## config.mk

```make
export PLATFORM = sky130hd
export DESIGN_NAME = tone_note_sequencer_core
export DESIGN_NICKNAME = d
export VERILOG_FILES = /design/src/hw/rtl/tns_pkg.sv /design/src/hw/rtl/tns_ram.sv /design/src/hw/rtl/tns_div.sv /design/src/hw/rtl/tone_note_sequencer_core.sv
export SDC_FILE = /design/constraint.sdc
export NUM_CORES = 1
export LEC_CHECK = 0
export BUFFER_PORTS_ARGS = -buffer_cell sky130_fd_sc_hd__buf_2
export CAP_MARGIN = 20
export CORE_ASPECT_RATIO = 1.1
export CORE_MARGIN = 5
export CORE_UTILIZATION = 62
export DETAILED_ROUTE_END_ITERATION = 12
export PLACE_DENSITY_LB_ADDON = 0.2
export SLEW_MARGIN = 20
export SYNTH_ARGS = -nofsm -noshare
export SYNTH_HDL_FRONTEND = slang
export SYNTH_SLANG_ARGS = --single-unit
```

## constraint.sdc

```tcl
create_clock -name clk -period 6.1 [get_ports clk]
set_input_delay 0.61 -clock clk [delete_from_list [all_inputs] [get_ports clk]]
set_output_delay 0.61 -clock clk [all_outputs]
set_load 0.02 [all_outputs]
```

## src/hw/rtl/tns_pkg.sv

```systemverilog
// ----------------------------------------------------------------------------
// tns_pkg
// Shared types and constants for the tone note sequencer.
// ----------------------------------------------------------------------------
package tns_pkg;

    localparam int FREQ_W      = 20;
    localparam int DUR_W       = 16;
    localparam int CLK_W       = 30;
    localparam int RELOAD_W    = 29;
    localparam int MS_W        = 32;
    localparam int ENTRY_W     = DUR_W + FREQ_W;
    localparam int DIVISOR_W   = FREQ_W + 1;
    localparam int DIV_STEPS   = CLK_W;
    localparam int DIV_CNT_W   = $clog2(DIV_STEPS);

    localparam int QUEUE_DEPTH_DEF = 16;

    localparam int APB_ADDR_W = 3;
    localparam int APB_DATA_W = 32;

    // word index of the timer clock register
    localparam logic REG_TIMER_CLOCK = 1'b0;

    localparam logic [CLK_W-1:0] TIMER_CLOCK_RST = CLK_W'(170000000);

    typedef enum logic [1:0] {
        OP_ENQUEUE  = 2'd0,
        OP_TICK     = 2'd1,
        OP_FLUSH    = 2'd2,
        OP_SET_FREQ = 2'd3
    } op_t;

    typedef enum logic [2:0] {
        ST_IDLE,
        ST_EXEC,
        ST_SERV,
        ST_POP,
        ST_TONE,
        ST_DIV,
        ST_DONE
    } seq_state_t;

    typedef struct packed {
        logic busy;
        logic done;
    } div_stat_t;

endpackage

```

## src/hw/rtl/tns_ram.sv

```systemverilog
// ----------------------------------------------------------------------------
// tns_ram
// Generic single-write, single-read RAM with registered read data.
// ----------------------------------------------------------------------------
module tns_ram #(
    parameter int WIDTH = 8,
    parameter int DEPTH = 16
) (
    input  logic                     clk,
    input  logic                     wr_en,
    input  logic [$clog2(DEPTH)-1:0] wr_addr,
    input  logic [WIDTH-1:0]         wr_data,
    input  logic                     rd_en,
    input  logic [$clog2(DEPTH)-1:0] rd_addr,
    output logic [WIDTH-1:0]         rd_data
);

    logic [WIDTH-1:0] mem [DEPTH];
    logic [WIDTH-1:0] rd_data_reg;

    always_ff @(posedge clk)
    begin
        if (wr_en)
        begin
            mem[wr_addr] <= wr_data;
        end
        if (rd_en)
        begin
            rd_data_reg <= mem[rd_addr];
        end
    end

    assign rd_data = rd_data_reg;

endmodule

```

## src/hw/rtl/tns_div.sv

```systemverilog
// ----------------------------------------------------------------------------
// tns_div
// Bit-serial restoring divider: one quotient bit per cycle.
// ----------------------------------------------------------------------------
module tns_div
    import tns_pkg::*;
(
    input  logic                 clk,
    input  logic                 rst_n,
    input  logic                 start,
    input  logic [CLK_W-1:0]     dividend,
    input  logic [DIVISOR_W-1:0] divisor,
    output logic [CLK_W-1:0]     quotient,
    output div_stat_t            stat
);

    logic                 busy_reg,  busy_next;
    logic                 done_reg,  done_next;
    logic [DIV_CNT_W-1:0] cnt_reg,   cnt_next;
    logic [DIVISOR_W-1:0] rem_reg,   rem_next;
    logic [CLK_W-1:0]     quo_reg,   quo_next;
    logic [DIVISOR_W-1:0] dsr_reg,   dsr_next;

    logic [DIVISOR_W:0]   rem_shift;
    logic [DIVISOR_W:0]   rem_sub;
    logic                 fits;

    // shift in the next dividend bit, trial subtract
    assign rem_shift = {rem_reg, quo_reg[CLK_W-1]};
    assign fits      = rem_shift >= {1'b0, dsr_reg};
    assign rem_sub   = rem_shift - {1'b0, dsr_reg};

    always_comb
    begin
        busy_next = busy_reg;
        done_next = 1'b0;
        cnt_next  = cnt_reg;
        rem_next  = rem_reg;
        quo_next  = quo_reg;
        dsr_next  = dsr_reg;
        if (start)
        begin
            busy_next = 1'b1;
            cnt_next  = '0;
            rem_next  = '0;
            quo_next  = dividend;
            dsr_next  = divisor;
        end
        else if (busy_reg)
        begin
            rem_next = fits ? rem_sub[DIVISOR_W-1:0] : rem_shift[DIVISOR_W-1:0];
            quo_next = {quo_reg[CLK_W-2:0], fits};
            cnt_next = cnt_reg + 1'b1;
            if (cnt_reg == DIV_CNT_W'(DIV_STEPS - 1))
            begin
                busy_next = 1'b0;
                done_next = 1'b1;
            end
        end
    end

    always_ff @(posedge clk or negedge rst_n)
    begin
        if (!rst_n)
        begin
            busy_reg <= 1'b0;
            done_reg <= 1'b0;
            cnt_reg  <= '0;
        end
        else
        begin
            busy_reg <= busy_next;
            done_reg <= done_next;
            cnt_reg  <= cnt_next;
        end
    end

    always_ff @(posedge clk)
    begin
        rem_reg <= rem_next;
        quo_reg <= quo_next;
        dsr_reg <= dsr_next;
    end

    assign quotient  = quo_reg;
    assign stat.busy = busy_reg;
    assign stat.done = done_reg;

endmodule

```

## src/hw/rtl/tone_note_sequencer_core.sv

```systemverilog
// ----------------------------------------------------------------------------
// tone_note_sequencer_core
// Tone player fed by a ring FIFO of notes (frequency, duration).
// Input channel (in_valid/in_ready) carries one item: operation, frequency,
// duration_ms. Operations: enqueue a note, 1 ms tick and service, flush,
// set frequency directly (0 mutes). Every item gives one result item on the
// output channel (out_valid/out_ready): accepted, tone_active,
// current_frequency, reload_value, queue_empty.
// One item is worked at a time. After accept, enqueue and flush pass
// EXEC then DONE; a tick goes EXEC, SERV and, when it pops, POP and
// TONE; set frequency goes EXEC, TONE; a sounding tone adds DIV before
// DONE. The next item is taken once the result is in the output register.
// The tone reload is found by a bit-serial divider, one quotient bit per
// cycle over the 30-bit timer clock; that makes sounding tones the longest.
// The result sits in an output register, so the next item is taken while a
// result waits; a stalled receiver holds the block in its done state only
// once that register is still full.
// Reset: FIFO empty, muted, counters zero, timer clock 170 MHz. The note
// store is not cleared; no clearing pass is needed.
// timer_clock_hz lives at APB byte address 0.
// ----------------------------------------------------------------------------
module tone_note_sequencer_core
    import tns_pkg::*;
#(
    parameter int QUEUE_DEPTH = QUEUE_DEPTH_DEF
) (
    input  logic                  clk,
    input  logic                  rst_n,

    input  logic                  in_valid,
    output logic                  in_ready,
    input  logic [1:0]            operation,
    input  logic [FREQ_W-1:0]     frequency,
    input  logic [DUR_W-1:0]      duration_ms,

    output logic                  out_valid,
    input  logic                  out_ready,
    output logic                  accepted,
    output logic                  tone_active,
    output logic [FREQ_W-1:0]     current_frequency,
    output logic [RELOAD_W-1:0]   reload_value,
    output logic                  queue_empty,

    input  logic                  psel,
    input  logic                  penable,
    input  logic                  pwrite,
    input  logic [APB_ADDR_W-1:0] paddr,
    input  logic [APB_DATA_W-1:0] pwdata,
    output logic [APB_DATA_W-1:0] prdata,
    output logic                  pready
);

    localparam int QW = $clog2(QUEUE_DEPTH);

    // ---------------- state ----------------
    seq_state_t          state_reg, state_next;

    op_t                 op_reg,       op_next;
    logic [FREQ_W-1:0]   freq_reg,     freq_next;
    logic [DUR_W-1:0]    dur_reg,      dur_next;
    logic [FREQ_W-1:0]   tone_f_reg,   tone_f_next;   // tone being applied
    logic                acc_reg,      acc_next;

    logic [QW-1:0]       wr_idx_reg,   wr_idx_next;
    logic [QW-1:0]       rd_idx_reg,   rd_idx_next;
    logic                running_reg,  running_next;
    logic [FREQ_W-1:0]   sf_reg,       sf_next;       // sounding frequency
    logic [RELOAD_W-1:0] reload_reg,   reload_next;
    logic [MS_W-1:0]     ms_reg,       ms_next;
    logic [MS_W-1:0]     deadline_reg, deadline_next;
    logic [CLK_W-1:0]    clk_hz_reg,   clk_hz_next;

    logic                out_valid_reg, out_valid_next;
    logic                o_acc_reg;
    logic                o_active_reg;
    logic [FREQ_W-1:0]   o_freq_reg;
    logic [RELOAD_W-1:0] o_reload_reg;
    logic                o_empty_reg;

    // ---------------- helpers ----------------
    logic                in_fire;
    logic                out_load;
    logic                cfg_write;
    logic [QW-1:0]       wr_idx_inc;
    logic [QW-1:0]       rd_idx_inc;
    logic                fifo_empty;
    logic                fifo_full;
    logic [MS_W-1:0]     late_diff;
    logic                deadline_hit;
    logic                pop_now;
    logic [FREQ_W:0]     tone_twice;
    logic                tone_mute;

    logic                ram_we;
    logic                ram_re;
    logic [ENTRY_W-1:0]  ram_rdata;
    logic [FREQ_W-1:0]   entry_freq;
    logic [DUR_W-1:0]    entry_dur;

    logic                div_start;
    logic [CLK_W-1:0]    div_quo;
    div_stat_t           div_stat;

    assign in_fire   = in_valid && in_ready;
    assign cfg_write = psel && penable && pwrite && pready;

    assign wr_idx_inc = (wr_idx_reg == QW'(QUEUE_DEPTH - 1)) ? '0 : wr_idx_reg + 1'b1;
    assign rd_idx_inc = (rd_idx_reg == QW'(QUEUE_DEPTH - 1)) ? '0 : rd_idx_reg + 1'b1;
    assign fifo_empty = (wr_idx_reg == rd_idx_reg);
    assign fifo_full  = (wr_idx_inc == rd_idx_reg);

    // wrapping deadline: passed when (now - deadline) is non-negative
    assign late_diff    = ms_reg - deadline_reg;
    assign deadline_hit = ~late_diff[MS_W-1];
    assign pop_now      = (!running_reg || deadline_hit) && !fifo_empty;

    assign tone_twice = {tone_f_reg, 1'b0};
    assign tone_mute  = (tone_f_reg == '0) || (CLK_W'(tone_twice) > clk_hz_reg);

    assign entry_freq = ram_rdata[FREQ_W-1:0];
    assign entry_dur  = ram_rdata[ENTRY_W-1:FREQ_W];

    // ---------------- next state ----------------
    always_comb
    begin
        state_next = state_reg;
        case (state_reg)
            ST_IDLE:
            begin
                if (in_fire)
                begin
                    state_next = ST_EXEC;
                end
            end
            ST_EXEC:
            begin
                case (op_reg)
                    OP_TICK:     state_next = ST_SERV;
                    OP_SET_FREQ: state_next = ST_TONE;
                    default:     state_next = ST_DONE;
                endcase
            end
            ST_SERV:
            begin
                state_next = pop_now ? ST_POP : ST_DONE;
            end
            ST_POP:
            begin
                state_next = ST_TONE;
            end
            ST_TONE:
            begin
                state_next = tone_mute ? ST_DONE : ST_DIV;
            end
            ST_DIV:
            begin
                if (div_stat.done)
                begin
                    state_next = ST_DONE;
                end
            end
            ST_DONE:
            begin
                if (out_load)
                begin
                    state_next = ST_IDLE;
                end
            end
            default:
            begin
                state_next = ST_IDLE;
            end
        endcase
    end

    // ---------------- state machine outputs ----------------
    always_comb
    begin
        in_ready  = 1'b0;
        ram_we    = 1'b0;
        ram_re    = 1'b0;
        div_start = 1'b0;
        out_load  = 1'b0;
        case (state_reg)
            ST_IDLE: in_ready  = 1'b1;
            ST_EXEC: ram_we    = (op_reg == OP_ENQUEUE) && !fifo_full;
            ST_SERV: ram_re    = pop_now;
            ST_TONE: div_start = !tone_mute;
            ST_DONE: out_load  = !out_valid_reg || out_ready;
            default: in_ready  = 1'b0;
        endcase
    end

    // ---------------- datapath ----------------
    always_comb
    begin
        op_next       = op_reg;
        freq_next     = freq_reg;
        dur_next      = dur_reg;
        tone_f_next   = tone_f_reg;
        acc_next      = acc_reg;
        wr_idx_next   = wr_idx_reg;
        rd_idx_next   = rd_idx_reg;
        running_next  = running_reg;
        sf_next       = sf_reg;
        reload_next   = reload_reg;
        ms_next       = ms_reg;
        deadline_next = deadline_reg;

        case (state_reg)
            ST_IDLE:
            begin
                if (in_fire)
                begin
                    op_next   = op_t'(operation);
                    freq_next = frequency;
                    dur_next  = duration_ms;
                end
            end
            ST_EXEC:
            begin
                acc_next = 1'b1;
                case (op_reg)
                    OP_ENQUEUE:
                    begin
                        if (fifo_full)
                        begin
                            acc_next = 1'b0;
                        end
                        else
                        begin
                            wr_idx_next = wr_idx_inc;
                        end
                    end
                    OP_TICK:
                    begin
                        ms_next = ms_reg + 1'b1;
                    end
                    OP_FLUSH:
                    begin
                        wr_idx_next  = '0;
                        rd_idx_next  = '0;
                        running_next = 1'b0;
                        sf_next      = '0;
                    end
                    OP_SET_FREQ:
                    begin
                        tone_f_next = freq_reg;
                    end
                    default:
                    begin
                        acc_next = 1'b1;
                    end
                endcase
            end
            ST_SERV:
            begin
                // tone ran out and nothing left to play
                if (running_reg && deadline_hit && fifo_empty)
                begin
                    running_next = 1'b0;
                    sf_next      = '0;
                end
            end
            ST_POP:
            begin
                rd_idx_next   = rd_idx_inc;
                deadline_next = ms_reg + MS_W'(entry_dur);
                tone_f_next   = entry_freq;
            end
            ST_TONE:
            begin
                // zero or out-of-range tone: stop the timer, keep reload
                if (tone_mute)
                begin
                    running_next = 1'b0;
                    sf_next      = '0;
                end
            end
            ST_DIV:
            begin
                if (div_stat.done)
                begin
                    reload_next  = RELOAD_W'(div_quo - 1'b1);
                    running_next = 1'b1;
                    sf_next      = tone_f_reg;
                end
            end
            default:
            begin
                acc_next = acc_reg;
            end
        endcase
    end

    // ---------------- config register ----------------
    always_comb
    begin
        clk_hz_next = clk_hz_reg;
        if (cfg_write && (paddr[2] == REG_TIMER_CLOCK))
        begin
            clk_hz_next = pwdata[CLK_W-1:0];
        end
    end

    assign pready = 1'b1;
    assign prdata = (paddr[2] == REG_TIMER_CLOCK) ? APB_DATA_W'(clk_hz_reg) : '0;

    // ---------------- output register ----------------
    always_comb
    begin
        out_valid_next = out_valid_reg;
        if (out_load)
        begin
            out_valid_next = 1'b1;
        end
        else if (out_ready)
        begin
            out_valid_next = 1'b0;
        end
    end

    // ---------------- registers ----------------
    always_ff @(posedge clk or negedge rst_n)
    begin
        if (!rst_n)
        begin
            state_reg     <= ST_IDLE;
            acc_reg       <= 1'b1;
            wr_idx_reg    <= '0;
            rd_idx_reg    <= '0;
            running_reg   <= 1'b0;
            sf_reg        <= '0;
            reload_reg    <= '0;
            ms_reg        <= '0;
            deadline_reg  <= '0;
            clk_hz_reg    <= TIMER_CLOCK_RST;
            out_valid_reg <= 1'b0;
        end
        else
        begin
            state_reg     <= state_next;
            acc_reg       <= acc_next;
            wr_idx_reg    <= wr_idx_next;
            rd_idx_reg    <= rd_idx_next;
            running_reg   <= running_next;
            sf_reg        <= sf_next;
            reload_reg    <= reload_next;
            ms_reg        <= ms_next;
            deadline_reg  <= deadline_next;
            clk_hz_reg    <= clk_hz_next;
            out_valid_reg <= out_valid_next;
        end
    end

    always_ff @(posedge clk)
    begin
        op_reg     <= op_next;
        freq_reg   <= freq_next;
        dur_reg    <= dur_next;
        tone_f_reg <= tone_f_next;
        if (out_load)
        begin
            o_acc_reg    <= acc_reg;
            o_active_reg <= running_reg;
            o_freq_reg   <= sf_reg;
            o_reload_reg <= reload_reg;
            o_empty_reg  <= fifo_empty;
        end
    end

    assign out_valid         = out_valid_reg;
    assign accepted          = o_acc_reg;
    assign tone_active       = o_active_reg;
    assign current_frequency = o_freq_reg;
    assign reload_value      = o_reload_reg;
    assign queue_empty       = o_empty_reg;

    // ---------------- note store ----------------
    tns_ram #(
        .WIDTH (ENTRY_W),
        .DEPTH (QUEUE_DEPTH)
    ) u_note_ram (
        .clk     (clk),
        .wr_en   (ram_we),
        .wr_addr (wr_idx_reg),
        .wr_data ({dur_reg, freq_reg}),
        .rd_en   (ram_re),
        .rd_addr (rd_idx_reg),
        .rd_data (ram_rdata)
    );

    // ---------------- reload divider ----------------
    tns_div u_div (
        .clk      (clk),
        .rst_n    (rst_n),
        .start    (div_start),
        .dividend (clk_hz_reg),
        .divisor  (tone_twice),
        .quotient (div_quo),
        .stat     (div_stat)
    );

`ifndef SYNTHESIS
    // a sounding tone always has a nonzero frequency
    a_active_freq: assert property (@(posedge clk) disable iff (!rst_n)
        running_reg |-> (sf_reg != '0))
        else $error("tone running with zero frequency");

    // the divider only works while the sequencer waits on it
    a_div_owner: assert property (@(posedge clk) disable iff (!rst_n)
        (div_stat.busy || div_stat.done) |-> (state_reg == ST_DIV))
        else $error("divider active outside divide state");

    // flush leaves the FIFO empty
    a_flush_empty: assert property (@(posedge clk) disable iff (!rst_n)
        (state_reg == ST_EXEC && op_reg == OP_FLUSH) |=> fifo_empty)
        else $error("flush did not empty the FIFO");

    // a pop only follows a read of a non-empty FIFO
    a_pop_nonempty: assert property (@(posedge clk) disable iff (!rst_n)
        (state_reg == ST_POP) |-> ($past(ram_re) && !$past(fifo_empty)))
        else $error("pop without a valid read");
`endif

endmodule
```

# Word level (Yosys, flattened, before mapping)
# Memory sizes are Yosys's and may differ from the RTL's. A register that Yosys moved wholly into a read port is not among the register bits.
# Index checks and enable logic that the tools add are counted.
# Widths: inputs -> output; s select.
# word_totals
ff_bits,345
latchBits,0
ram_bits,576
mem_bits_ro,0
input_bits,80
output_inout_bits,87
wordCells,141
memories,1
# mem_list
memory,depth,width,read_ports,rd_clocked_by_memory_dff,wr,line_no,text
u_note_ram.mem,16,36,1,1,1,tns_ram.sv:18,logic [WIDTH-1:0] mem [DEPTH];
# classes
add_sub_neg,8
multipliers,0
div,0
magnitude_cmp,2
eq_ne,22
shifts,0
muxes,48
bitwise_logic,2
reduce_logical,32
# op_table
cell,n
$mux 20,5
$mux 30,3
$pmux 20 s4,1
$pmux 20 s2,1
$add 32x1->32 const B,1
$add 32x16->32,1
$sub 32x32->32,1
$gt 21x30->1,1
$sub 29x1->29 const B,1
$ge 22x21->1,1
$mux 1,21
$mux 21,1
$pmux 3 s7,1
$sub 21x21->21,1
$logic_not 20->1,1
$mux 4,4
$pmux 4 s2,2
$mux 3,4
$mux 5,2
$ne 2x2->1 const B,5
$reduce_and 2->1,5
$eq 3x3->1 const B,3
$add 4x1->4 const B,2
$eq 4x4->1,2
21 further kinds,44

# Logic depth before layout (Yosys ltp)
# Gate-level depths: netlist of run 1.
# depth
ltp_word,8
mapped_depth,12
mapped_depth_nobuf,11

# Cells and area by module
# From an unflattened synthesis of run 1, not the netlist that was laid out.
# unflattened
cells_unflattened,2472
hier_area_um2,39855.7
# by_module_without_submodules
mod,n_inst,cells_each,area_each_um2,seq_area_each_um2
tns_ram,1,938,22680.5,18377.6
tone_note_sequencer_core,1,1142,12841.1,7248.2
tns_div,1,392,4334.2,2127.0

# Least setup slack after synthesis of run 1
# OpenSTA, ideal clock, no wires.
# synth_timing
path_type,register -> register
start,reg state_reg[1]
end,"reg o_acc_reg, in the netlist accepted (enable)"
setup_ns,0.526
t_arrival_ns,4.483
required_time_ns,5.574
setup_slack_ns,1.091
path_stages_with_launch,5
path_buffers,2
period_less_slack_ns,5.009
cell_sequence,dfrtp_1 clkbuf_1 clkbuf_1 nand2_1 nor3_1
# synth_between
elab_chain_len,2
# synth_rtl
element,line_no,text
start: declaration,tone_note_sequencer_core.sv:56,"seq_state_t state_reg, state_next;"
start signal: assignment,tone_note_sequencer_core.sv:342,state_reg <= state_next;
$eq 3x3->1,tone_note_sequencer_core.sv:184,case (state_reg)
$mux 1,tone_note_sequencer_core.sv:184,
via out_load,tone_note_sequencer_core.sv:82,logic out_load;
end signal: assignment,tone_note_sequencer_core.sv:364,o_acc_reg <= acc_reg;
end: declaration,tone_note_sequencer_core.sv:74,logic o_acc_reg;
# The timed path passes the listed nets, and every way through them passes these cells.
# A chain may end at the register's enable or synchronous reset.

# Worst setup path in the final report of run 1
# layout_timing
start,reg wr_idx_reg[3]
end,mem u_note_ram.mem[15][11] in the netlist's numbering (enable)
# layout_between
elab_chain_len,8
elab_cells_between_ends,9
classes_between,add/sub (1); eq/ne (2); mux (4); reduce/logical (2)
# layout_rtl
element,line_no,text
start: declaration,tone_note_sequencer_core.sv:64,"logic [QW-1:0] wr_idx_reg, wr_idx_next;"
start signal: assignment,tone_note_sequencer_core.sv:344,wr_idx_reg <= wr_idx_next;
$add 4x1->4 or $eq 4x4->1 (tied branches),tone_note_sequencer_core.sv:107,assign wr_idx_inc = (wr_idx_reg == QW'(QUEUE_DEPTH - 1)) ? '0 : wr_idx_reg + 1'b1;
$mux 4,tone_note_sequencer_core.sv:107,
$eq 4x4->1,tone_note_sequencer_core.sv:110,assign fifo_full = (wr_idx_inc == rd_idx_reg);
$logic_not 1->1,tone_note_sequencer_core.sv:186,ST_EXEC: ram_we = (op_reg == OP_ENQUEUE) && !fifo_full;
$logic_and 1x1->1,tone_note_sequencer_core.sv:186,
$mux 1,tone_note_sequencer_core.sv:184,
$mux 1,tns_ram.sv:23,if (wr_en)
$mux 1 (implied by the code),tns_ram.sv:25,mem[wr_addr] <= wr_data;
end: declaration,tns_ram.sv:18,
# Several ways; a longest one is shown, not always the timed one.

==> results.md, run 1 <==
| Quantity | Value |
|---|---|
| Launch point of the critical path | wr_idx_reg[3]$_DFFE_PN0P_ |
| Count of pins on the block boundary | 167 |
| Vias in the first global route | 22686 |
| Routed len/inst | 24.83 um |
| Sum of negative setup slack | 0 ns |
| Rows | 97 |
| Number of endpoints failing setup at the final stage | 0 |
| Initial core utilization | 62.51% |
| Worst-Margin Slew | 1.147 ns |
| Antenna violations before repair | 0 |
| Number of standard cells after synthesis | 2491 |
| Area growth from synthesis to final layout | 12.22% |
| Fraction of layout cells with a size suffix above 1 | 21.59% |
| Total overflow reported by the global router | 0 |
| First-iteration detailed-routing DRC count | 2016 |
| First-pass GRT wire length | 135.1 mm |
| Setup repair after global routing missed its margin | false |
| EDFF count, synth | 772 |
| Kind of capture point of the worst setup path | flip-flop |
| Synth Area per Inst | 15.99 um2 |
| Finished Cell Area | 44700 um2 |
| N_diodes | 0 |
| Number of H-tree levels | 3 |
| Detail-routed via count per cell | 6.224 |
| Final layout net count | 2851 |
| Reg2reg start | wr_idx_reg[3]$_DFFE_PN0P_ |
| Critical Path Sink | u_note_ram.mem[15][11]$_DFFE_PP_ |
| Pin count of the biggest net entering global routing | 92 |
| Final routed DRC violation total | 0 |
| Final hold violations | 0 |
| Relative max-transition margin | 22.32% |
| Worst setup margin | 1.804 ns |
| Router iterations before antenna repair | 5 |
| Clock-pin transition on the worst setup and hold timing paths | 0.06 ns |
| Y dimension of the die | 275.8 um |
| Final worst path period need | 4.296 ns |
| Flip-flop and latch count after synthesis | 957 |
| WS Path Type | reg -> reg |
| Power density relative to cell area | 422.1 nW/um2 |
| Result of the run | finished clean |
| Clock tree buffer depth | 3 |
| Most used flip-flop cell after synthesis | sky130_fd_sc_hd__edfxtp_1 |
| Fraction of registers with async set or reset after synthesis | 17.14% |
| Portion of the post-synthesis area used by sequential elements | 69.60% |
| Total of warnings raised by yosys | 0 |
| CP Max Fanout | 21 |
| CP arrival | 4.61 ns |
| Number of pins with negative max-slew slack in the final report | 0 |
| Post-DP HPWL | 51.82 mm |
| Total leakage power | 16.15 nW |
| Combined global-route utilization of all metal layers | 25.71% |
| Overall via count from detail_route | 22330 |
| Worst slack on hold paths | 0.02279 ns |
| Worst r2r path cells | 8 |
| Fin crit share | 70.42% |
| Maximum ir drop on the vdd rail | 275.5 uV |
| Clock root cell | sky130_fd_sc_hd__clkbuf_16 |
| Final Wtd Congestion | 0.8609 |
| Placed cell areas | 41700 um2 |
| Syn Std Cell Area | 39830 um2 |
| Classification of the worst-slack hold path | in -> async |
| Pre-CTS setup slack | 1.881 ns |
| Skew-Pair Late Insertion Delay | 0.66 ns |
| Floorplan die area | 69420 um2 |
| Total clock buffers created by CTS | 93 |
| Highest achievable clock rate | 232.8 MHz |
| Clock Sinks | 957 |
| Wire length reported by the detailed router | 89.11 mm |
| Setup fix buffers added after clock tree synthesis | 0 |
| Startpoint class of the critical path | flip-flop |
| Hold Buf Count CTS | 0 |
| TritonCTS clock tree | yes |
| Antenna Nets Post-Route | 0 |
| Capture point of the worst reg-to-reg path | u_note_ram.mem[15][11]$_DFFE_PP_ |
| Final worst clock skew | 0.03125 ns |
| Worst Path Required | 6.41 ns |
| Number of filler cells placed in the layout | 4035 |
| Placeable core region | 63720 um2 |
| PortBufs | 159 |
| Horizontal die dimension | 251.7 um |
| Register-to-Register Setup Slack | 1.80 ns |
| Number of cells upsized or downsized after cts | 0 |
| Number of library cell types mapped by synthesis | 77 |
| Max-cap check violation count | 0 |
| Largest register FFs | 576 |
[worst max-delay path, stage by stage (launching register included)]
cell,delay [ns]
sky130_fd_sc_hd__dfrtp_1,0.51
sky130_fd_sc_hd__nand2b_1,0.42
sky130_fd_sc_hd__o31ai_1,0.46
sky130_fd_sc_hd__xor2_1,0.20
sky130_fd_sc_hd__or4_1,0.18
sky130_fd_sc_hd__nor2b_1,0.45
sky130_fd_sc_hd__nand2_1,0.38
sky130_fd_sc_hd__nor2_4,0.89
sky130_fd_sc_hd__buf_4,0.46
[synth_stat cells (14+ instances only)]
cell type                    n  area share (%)
sky130_fd_sc_hd__a21o_1     24            0.45
sky130_fd_sc_hd__nand2_1   281             2.6
sky130_fd_sc_hd__nor2b_1    25            0.39
sky130_fd_sc_hd__xor2_1     38            0.84
sky130_fd_sc_hd__nand4_1    20            0.31
sky130_fd_sc_hd__edfxtp_1  772              58
sky130_fd_sc_hd__buf_1      17            0.16
sky130_fd_sc_hd__mux4_2    180              10
sky130_fd_sc_hd__a31oi_1    19            0.30
sky130_fd_sc_hd__nand2b_1   14            0.22
sky130_fd_sc_hd__nand3_1    30            0.38
sky130_fd_sc_hd__and3_1     19            0.30
sky130_fd_sc_hd__o21ai_0   140             1.8
sky130_fd_sc_hd__dfxtp_1    21             1.1
sky130_fd_sc_hd__ha_1       95             3.0
sky130_fd_sc_hd__inv_1      97            0.91
sky130_fd_sc_hd__a22oi_1    21            0.40
sky130_fd_sc_hd__a21oi_1    43            0.54
sky130_fd_sc_hd__mux2_2     31            0.88
sky130_fd_sc_hd__nor2_1     98            0.92
sky130_fd_sc_hd__xnor2_1    66             1.5
sky130_fd_sc_hd__dfrtp_1   151             9.5
sky130_fd_sc_hd__nor3_1     26            0.33
sky130_fd_sc_hd__clkbuf_1   90            0.85
[kinds of logic (layout without fill, tap and decap cells)]
family | Yosys count | in the layout | synth area share, %
XOR/XNOR | 104 | 104 | 2.287
multiplexers | 216 | 216 | 11.18
AND/OR/NAND/NOR | 573 | 573 | 6.666
AO/OA/AOI/OAI | 333 | 333 | 5.145
flip-flops | 957 | 957 | 69.60
adder cells (fa/ha/maj) | 97 | 97 | 3.085
buffers and inverters | 209 | 464 | 2.020
other | 2 | 3 | 0.01885
[through the flow]
stage	cells	total power [mW]	util, %
after global placement	3420	13.10	65.45
after CTS	3588	18.96	70.15
after floorplan	2492	12.01	-
after global routing	3588	19.78	70.15
after detailed placement	3420	13.29	65.45
final	3588	18.87	70.15
[routing by layer]
metal	vias up	wire (um)	GRT usage, %
li1	9860	-	-
met1	11342	34780	34.89
met2	949	45040	43.69
met3	179	6712	4.184
met4	0	2576	8.044
met5	-	0	0
[layout make-up]
| type | instances | area [um2] | area share, % |
|---|---|---|---|
| well taps | 841 | 1052 | 2.354 |
| clock inverters | 48 | 520.5 | 1.164 |
| repair buffers | 199 | 1102 | 2.466 |
| clock buffers | 120 | 2480 | 5.548 |
| multi-input cells | 1326 | 11450 | 25.61 |
| flip-flops and latches | 957 | 27730 | 62.04 |
| inverters | 97 | 364.1 | 0.8145 |
[worst min path at each step]
stage	startpoint	to	slack (ns)	cells past startpoint
final	rst_n	deadline_reg[19]$_DFFE_PN0P_	0.02	1
after global routing	rst_n	deadline_reg[19]$_DFFE_PN0P_	0.11	1
after detailed placement	reload_reg[21]$_DFFE_PN0P_	reload_value[21]$_DFFE_PP_	0.43	0
after CTS	rst_n	deadline_reg[19]$_DFFE_PN0P_	0.07	1
after global placement	reload_reg[25]$_DFFE_PN0P_	reload_value[25]$_DFFE_PP_	0.43	0
after floorplan	rst_n	clk_hz_reg[0]$_DFFE_PN0P_	0.31	0
[power by group]
part	switching (mW)	internal [mW]
combinational	2.48	2.03
sequential	0.732	8.00
clock	2.41	3.22
[cell usage in the layout, fill, tap and decap left out, types with 9 or more instances in the layout]
cell	Yosys	layout
sky130_fd_sc_hd__clkinv_1	0	20
sky130_fd_sc_hd__nand4_1	20	20
sky130_fd_sc_hd__and3_1	19	19
sky130_fd_sc_hd__o21ai_0	140	140
sky130_fd_sc_hd__xor2_1	38	38
sky130_fd_sc_hd__buf_2	1	158
sky130_fd_sc_hd__dfxtp_1	21	21
sky130_fd_sc_hd__dfrtp_1	151	147
sky130_fd_sc_hd__nand2b_1	14	14
sky130_fd_sc_hd__mux4_2	180	180
sky130_fd_sc_hd__xnor2_1	66	66
sky130_fd_sc_hd__a31oi_1	19	19
sky130_fd_sc_hd__a22oi_1	21	21
sky130_fd_sc_hd__mux2_2	31	31
sky130_fd_sc_hd__inv_1	97	97
sky130_fd_sc_hd__a21o_1	24	24
sky130_fd_sc_hd__clkbuf_1	90	23
sky130_fd_sc_hd__ha_1	95	95
sky130_fd_sc_hd__nor3_1	26	21
sky130_fd_sc_hd__buf_4	3	40
sky130_fd_sc_hd__clkbuf_16	0	94
sky130_fd_sc_hd__nand2_1	281	280
sky130_fd_sc_hd__nand3_1	30	29
sky130_fd_sc_hd__o21a_1	9	9
sky130_fd_sc_hd__nor2_4	0	13
sky130_fd_sc_hd__dfstp_2	13	13
sky130_fd_sc_hd__nor2b_1	25	24
sky130_fd_sc_hd__nor2_1	98	85
sky130_fd_sc_hd__or3_1	11	11
sky130_fd_sc_hd__a211oi_1	13	13
sky130_fd_sc_hd__a21oi_1	43	43
sky130_fd_sc_hd__nor4_1	13	13
sky130_fd_sc_hd__edfxtp_1	772	772
(Power assumes the default switching activity.)
==> inputs of run 2 (changes only) <==
Settings changed: CORE_UTILIZATION 62 to 56.
Clock period 6.1 ns to 3.9 ns, I/O delays scaled along.
==> run 2 against run 1 <==
Against the previous run: clock power grew 60%; clock skew down 0.013 ns; global-route usage shrank 2.9 points; worst hold slack improved by 0.092 ns; worst setup slack worse by 1.4 ns; clock-buffer cell count fell by 7; final area grew 3.1%; flip-flop and latch count unchanged; critical endpoint is now u_note_ram.mem[11][25]$_DFFE_PP_.
==> results.md, run 2 (same netlist as run 1, synthesis figures left out) <==
| Quantity | Value |
|---|---|
| Result of the run | finished clean |
| Maximum ir drop on the vdd rail | 595.1 uV |
| Fin crit share | 89.29% |
| Highest achievable clock rate | 287.2 MHz |
| Most common library cell in the layout ignoring fill and taps | sky130_fd_sc_hd__edfxtp_1 |
| Part of the power in registers | 44.9% |
| Leading cell types in the layout, fill and taps excluded | sky130_fd_sc_hd__edfxtp_1, sky130_fd_sc_hd__nand2_1, sky130_fd_sc_hd__mux4_2 |
| Floorplan die area | 76570 um2 |
| Final hold violations | 0 |
| Classification of the worst-slack hold path | in -> reg |
| Finished Cell Area | 46090 um2 |
| Antenna Nets Post-Route | 0 |
| Capture point of the worst reg-to-reg path | u_note_ram.mem[11][25]$_DFFE_PP_ |
| Worst r2r path cells | 8 |
| First-pass GRT wire length | 135.1 mm |
| Total power | 29.97 mW |
| Final worst path period need | 3.482 ns |
| Combined global-route utilization of all metal layers | 22.85% |
| Placeable core region | 70450 um2 |
| Vias in the first global route | 22721 |
| Max-cap check violation count | 0 |
| Largest register FFs | 576 |
| Final Wtd Congestion | 0.8602 |
| Clock-pin transition on the worst setup and hold timing paths | 0.06 ns |
| Clock tree buffer depth | 3 |
| Net Sw Frac | 29.83% |
| Number of pins with negative max-slew slack in the final report | 0 |
| Skew-Pair Late Insertion Delay | 0.64 ns |
| Final worst clock skew | 0.01787 ns |
| Router iterations before antenna repair | 7 |
| Y dimension of the die | 289.7 um |
| Wire length reported by the detailed router | 87.65 mm |
| Area growth from synthesis to final layout | 15.72% |
| Horizontal die dimension | 264.3 um |
| Pre-CTS setup slack | 0.4721 ns |
| Int Pwr | 21.03 mW |
| Fraction of layout cells with a size suffix above 1 | 22.47% |
| Total clock buffers created by CTS | 95 |
| Critical Path Sink | u_note_ram.mem[11][25]$_DFFE_PP_ |
| Clock network fraction of design power | 30.1% |
| Register-to-Register Setup Slack | 0.42 ns |
| Number of cells upsized or downsized after cts | 0 |
| Power density relative to cell area | 650.2 nW/um2 |
| PortBufs | 159 |
| Worst-Margin Slew | 1.007 ns |
| Power dissipated by switching net loads | 8.941 mW |
| First-iteration detailed-routing DRC count | 1806 |
| Initial core utilization | 56.54% |
| Clock Sinks | 957 |
| Launch point of the critical path | wr_idx_reg[3]$_DFFE_PN0P_ |
| Setup repair after global routing missed its margin | false |
| Final routed DRC violation total | 0 |
| WS Path Type | reg -> reg |
| Final layout net count | 2945 |
| Total leakage power | 16.69 nW |
| Total overflow reported by the global router | 0 |
| Relative max-transition margin | 32.56% |
| TritonCTS clock tree | yes |
| Pin count of the biggest net entering global routing | 149 |
| Clock root cell | sky130_fd_sc_hd__clkbuf_16 |
| Combinational power share | 25.0% |
| Reg2reg start | wr_idx_reg[3]$_DFFE_PN0P_ |
| Number of H-tree levels | 3 |
| Post-DP HPWL | 52.75 mm |
| Placed cell areas | 42290 um2 |
| Overall via count from detail_route | 22515 |
| Detail-routed via count per cell | 5.948 |
| CP arrival | 3.83 ns |
| Rows | 102 |
| Count of pins on the block boundary | 167 |
| Number of endpoints failing setup at the final stage | 0 |
| Antenna violations before repair | 4 |
| Worst Path Required | 4.25 ns |
| Kind of capture point of the worst setup path | flip-flop |
| CP Max Fanout | 15 |
| Routed len/inst | 23.16 um |
| Worst setup margin | 0.4176 ns |
| Startpoint class of the critical path | flip-flop |
## run 2: cell types whose count changed in the layout (fill, tap and decap cells not counted), sizes merged, moves of 4 or more
cell and change:
buf +23, inv +6, clkinvlp +4, clkbuf -7
dlygate4sd3 +69, clkinv +7
## run 2: final cells by class
cell class              instances  area (um2)
diodes                          1       2.502
clock buffers                 113        2537
clock inverters                64       570.5
fillers                      4847       24350
inverters                      97       364.1
multi-input cells            1326       11460
flip-flops and latches        957       27730
well taps                     936        1171
repair buffers                291        2253
## run 2: worst min path at each step
stage                                     startpoint                         end  slack, ns  cells after the start
final                                      out_ready       out_valid$_DFFE_PN0P_       0.12                      3
after global placement    reload_reg[23]$_DFFE_PN0P_  reload_value[23]$_DFFE_PP_       0.43                      0
after CTS                                  out_ready       out_valid$_DFFE_PN0P_       0.08                      3
after floorplan                                rst_n   clk_hz_reg[0]$_DFFE_PN0P_       0.09                      0
after detailed placement  reload_reg[24]$_DFFE_PN0P_  reload_value[24]$_DFFE_PP_       0.44                      0
after global routing                       out_ready       out_valid$_DFFE_PN0P_       0.14                      3
## run 2: what timing repair did
action / 4_1_cts / 5_1_grt
hold endpoints to repair: 146 / 0
hold buffers: 69 / 0
buffers inserted: 0 / 0
setup endpoints to repair: 0 / 0
## run 2: critical path, cell delays in order (launching register included)
cell                       delay, ns
sky130_fd_sc_hd__dfrtp_1        0.53
sky130_fd_sc_hd__nand2b_1       0.26
sky130_fd_sc_hd__o31ai_1        0.39
sky130_fd_sc_hd__xor2_1         0.17
sky130_fd_sc_hd__or4_1          0.15
sky130_fd_sc_hd__nor2b_1        0.48
sky130_fd_sc_hd__nand2_1        0.40
sky130_fd_sc_hd__nor2_4         0.56
sky130_fd_sc_hd__buf_12         0.25
## run 2: power groups by stage
stage                     clock, mW  combinational (mW)  sequential [mW]
after floorplan                   0                5.43             13.4
after global placement            0                7.25             13.6
after detailed placement          0                7.45             13.7
after CTS                      9.18                7.54             13.5
after global routing           9.66                8.24             13.6
final                          9.01                7.49             13.5
## run 2: per-stage QoR
stage / cells / TNS [ns] / hold slack [ns] / util (%)
6_report: 3785 / 0 / 0.1152 / 65.43
3_5_place_dp: 3538 / 0 / 0.4410 / 60.03
4_1_cts: 3784 / 0 / 0.08252 / 65.43
3_3_place_gp: 3538 / 0 / 0.4314 / 60.03
2_1_floorplan: 2492 / -92.93 / 0.09441 / -
5_1_grt: 3784 / 0 / 0.1376 / 65.43
## run 2: per-layer routing
| metal | vias to the layer above | routed length (um) | global-route usage, % | share of wire (%) |
|---|---|---|---|---|
| met1 | 11470 | 34860 | 31.29 | 40 |
| li1 | 10068 | - | - | - |
| met2 | 820 | 44260 | 38.53 | 50 |
| met3 | 157 | 6245 | 4.030 | 7.1 |
| met5 | - | 0 | 0 | 0 |
| met4 | 0 | 2282 | 6.637 | 2.6 |
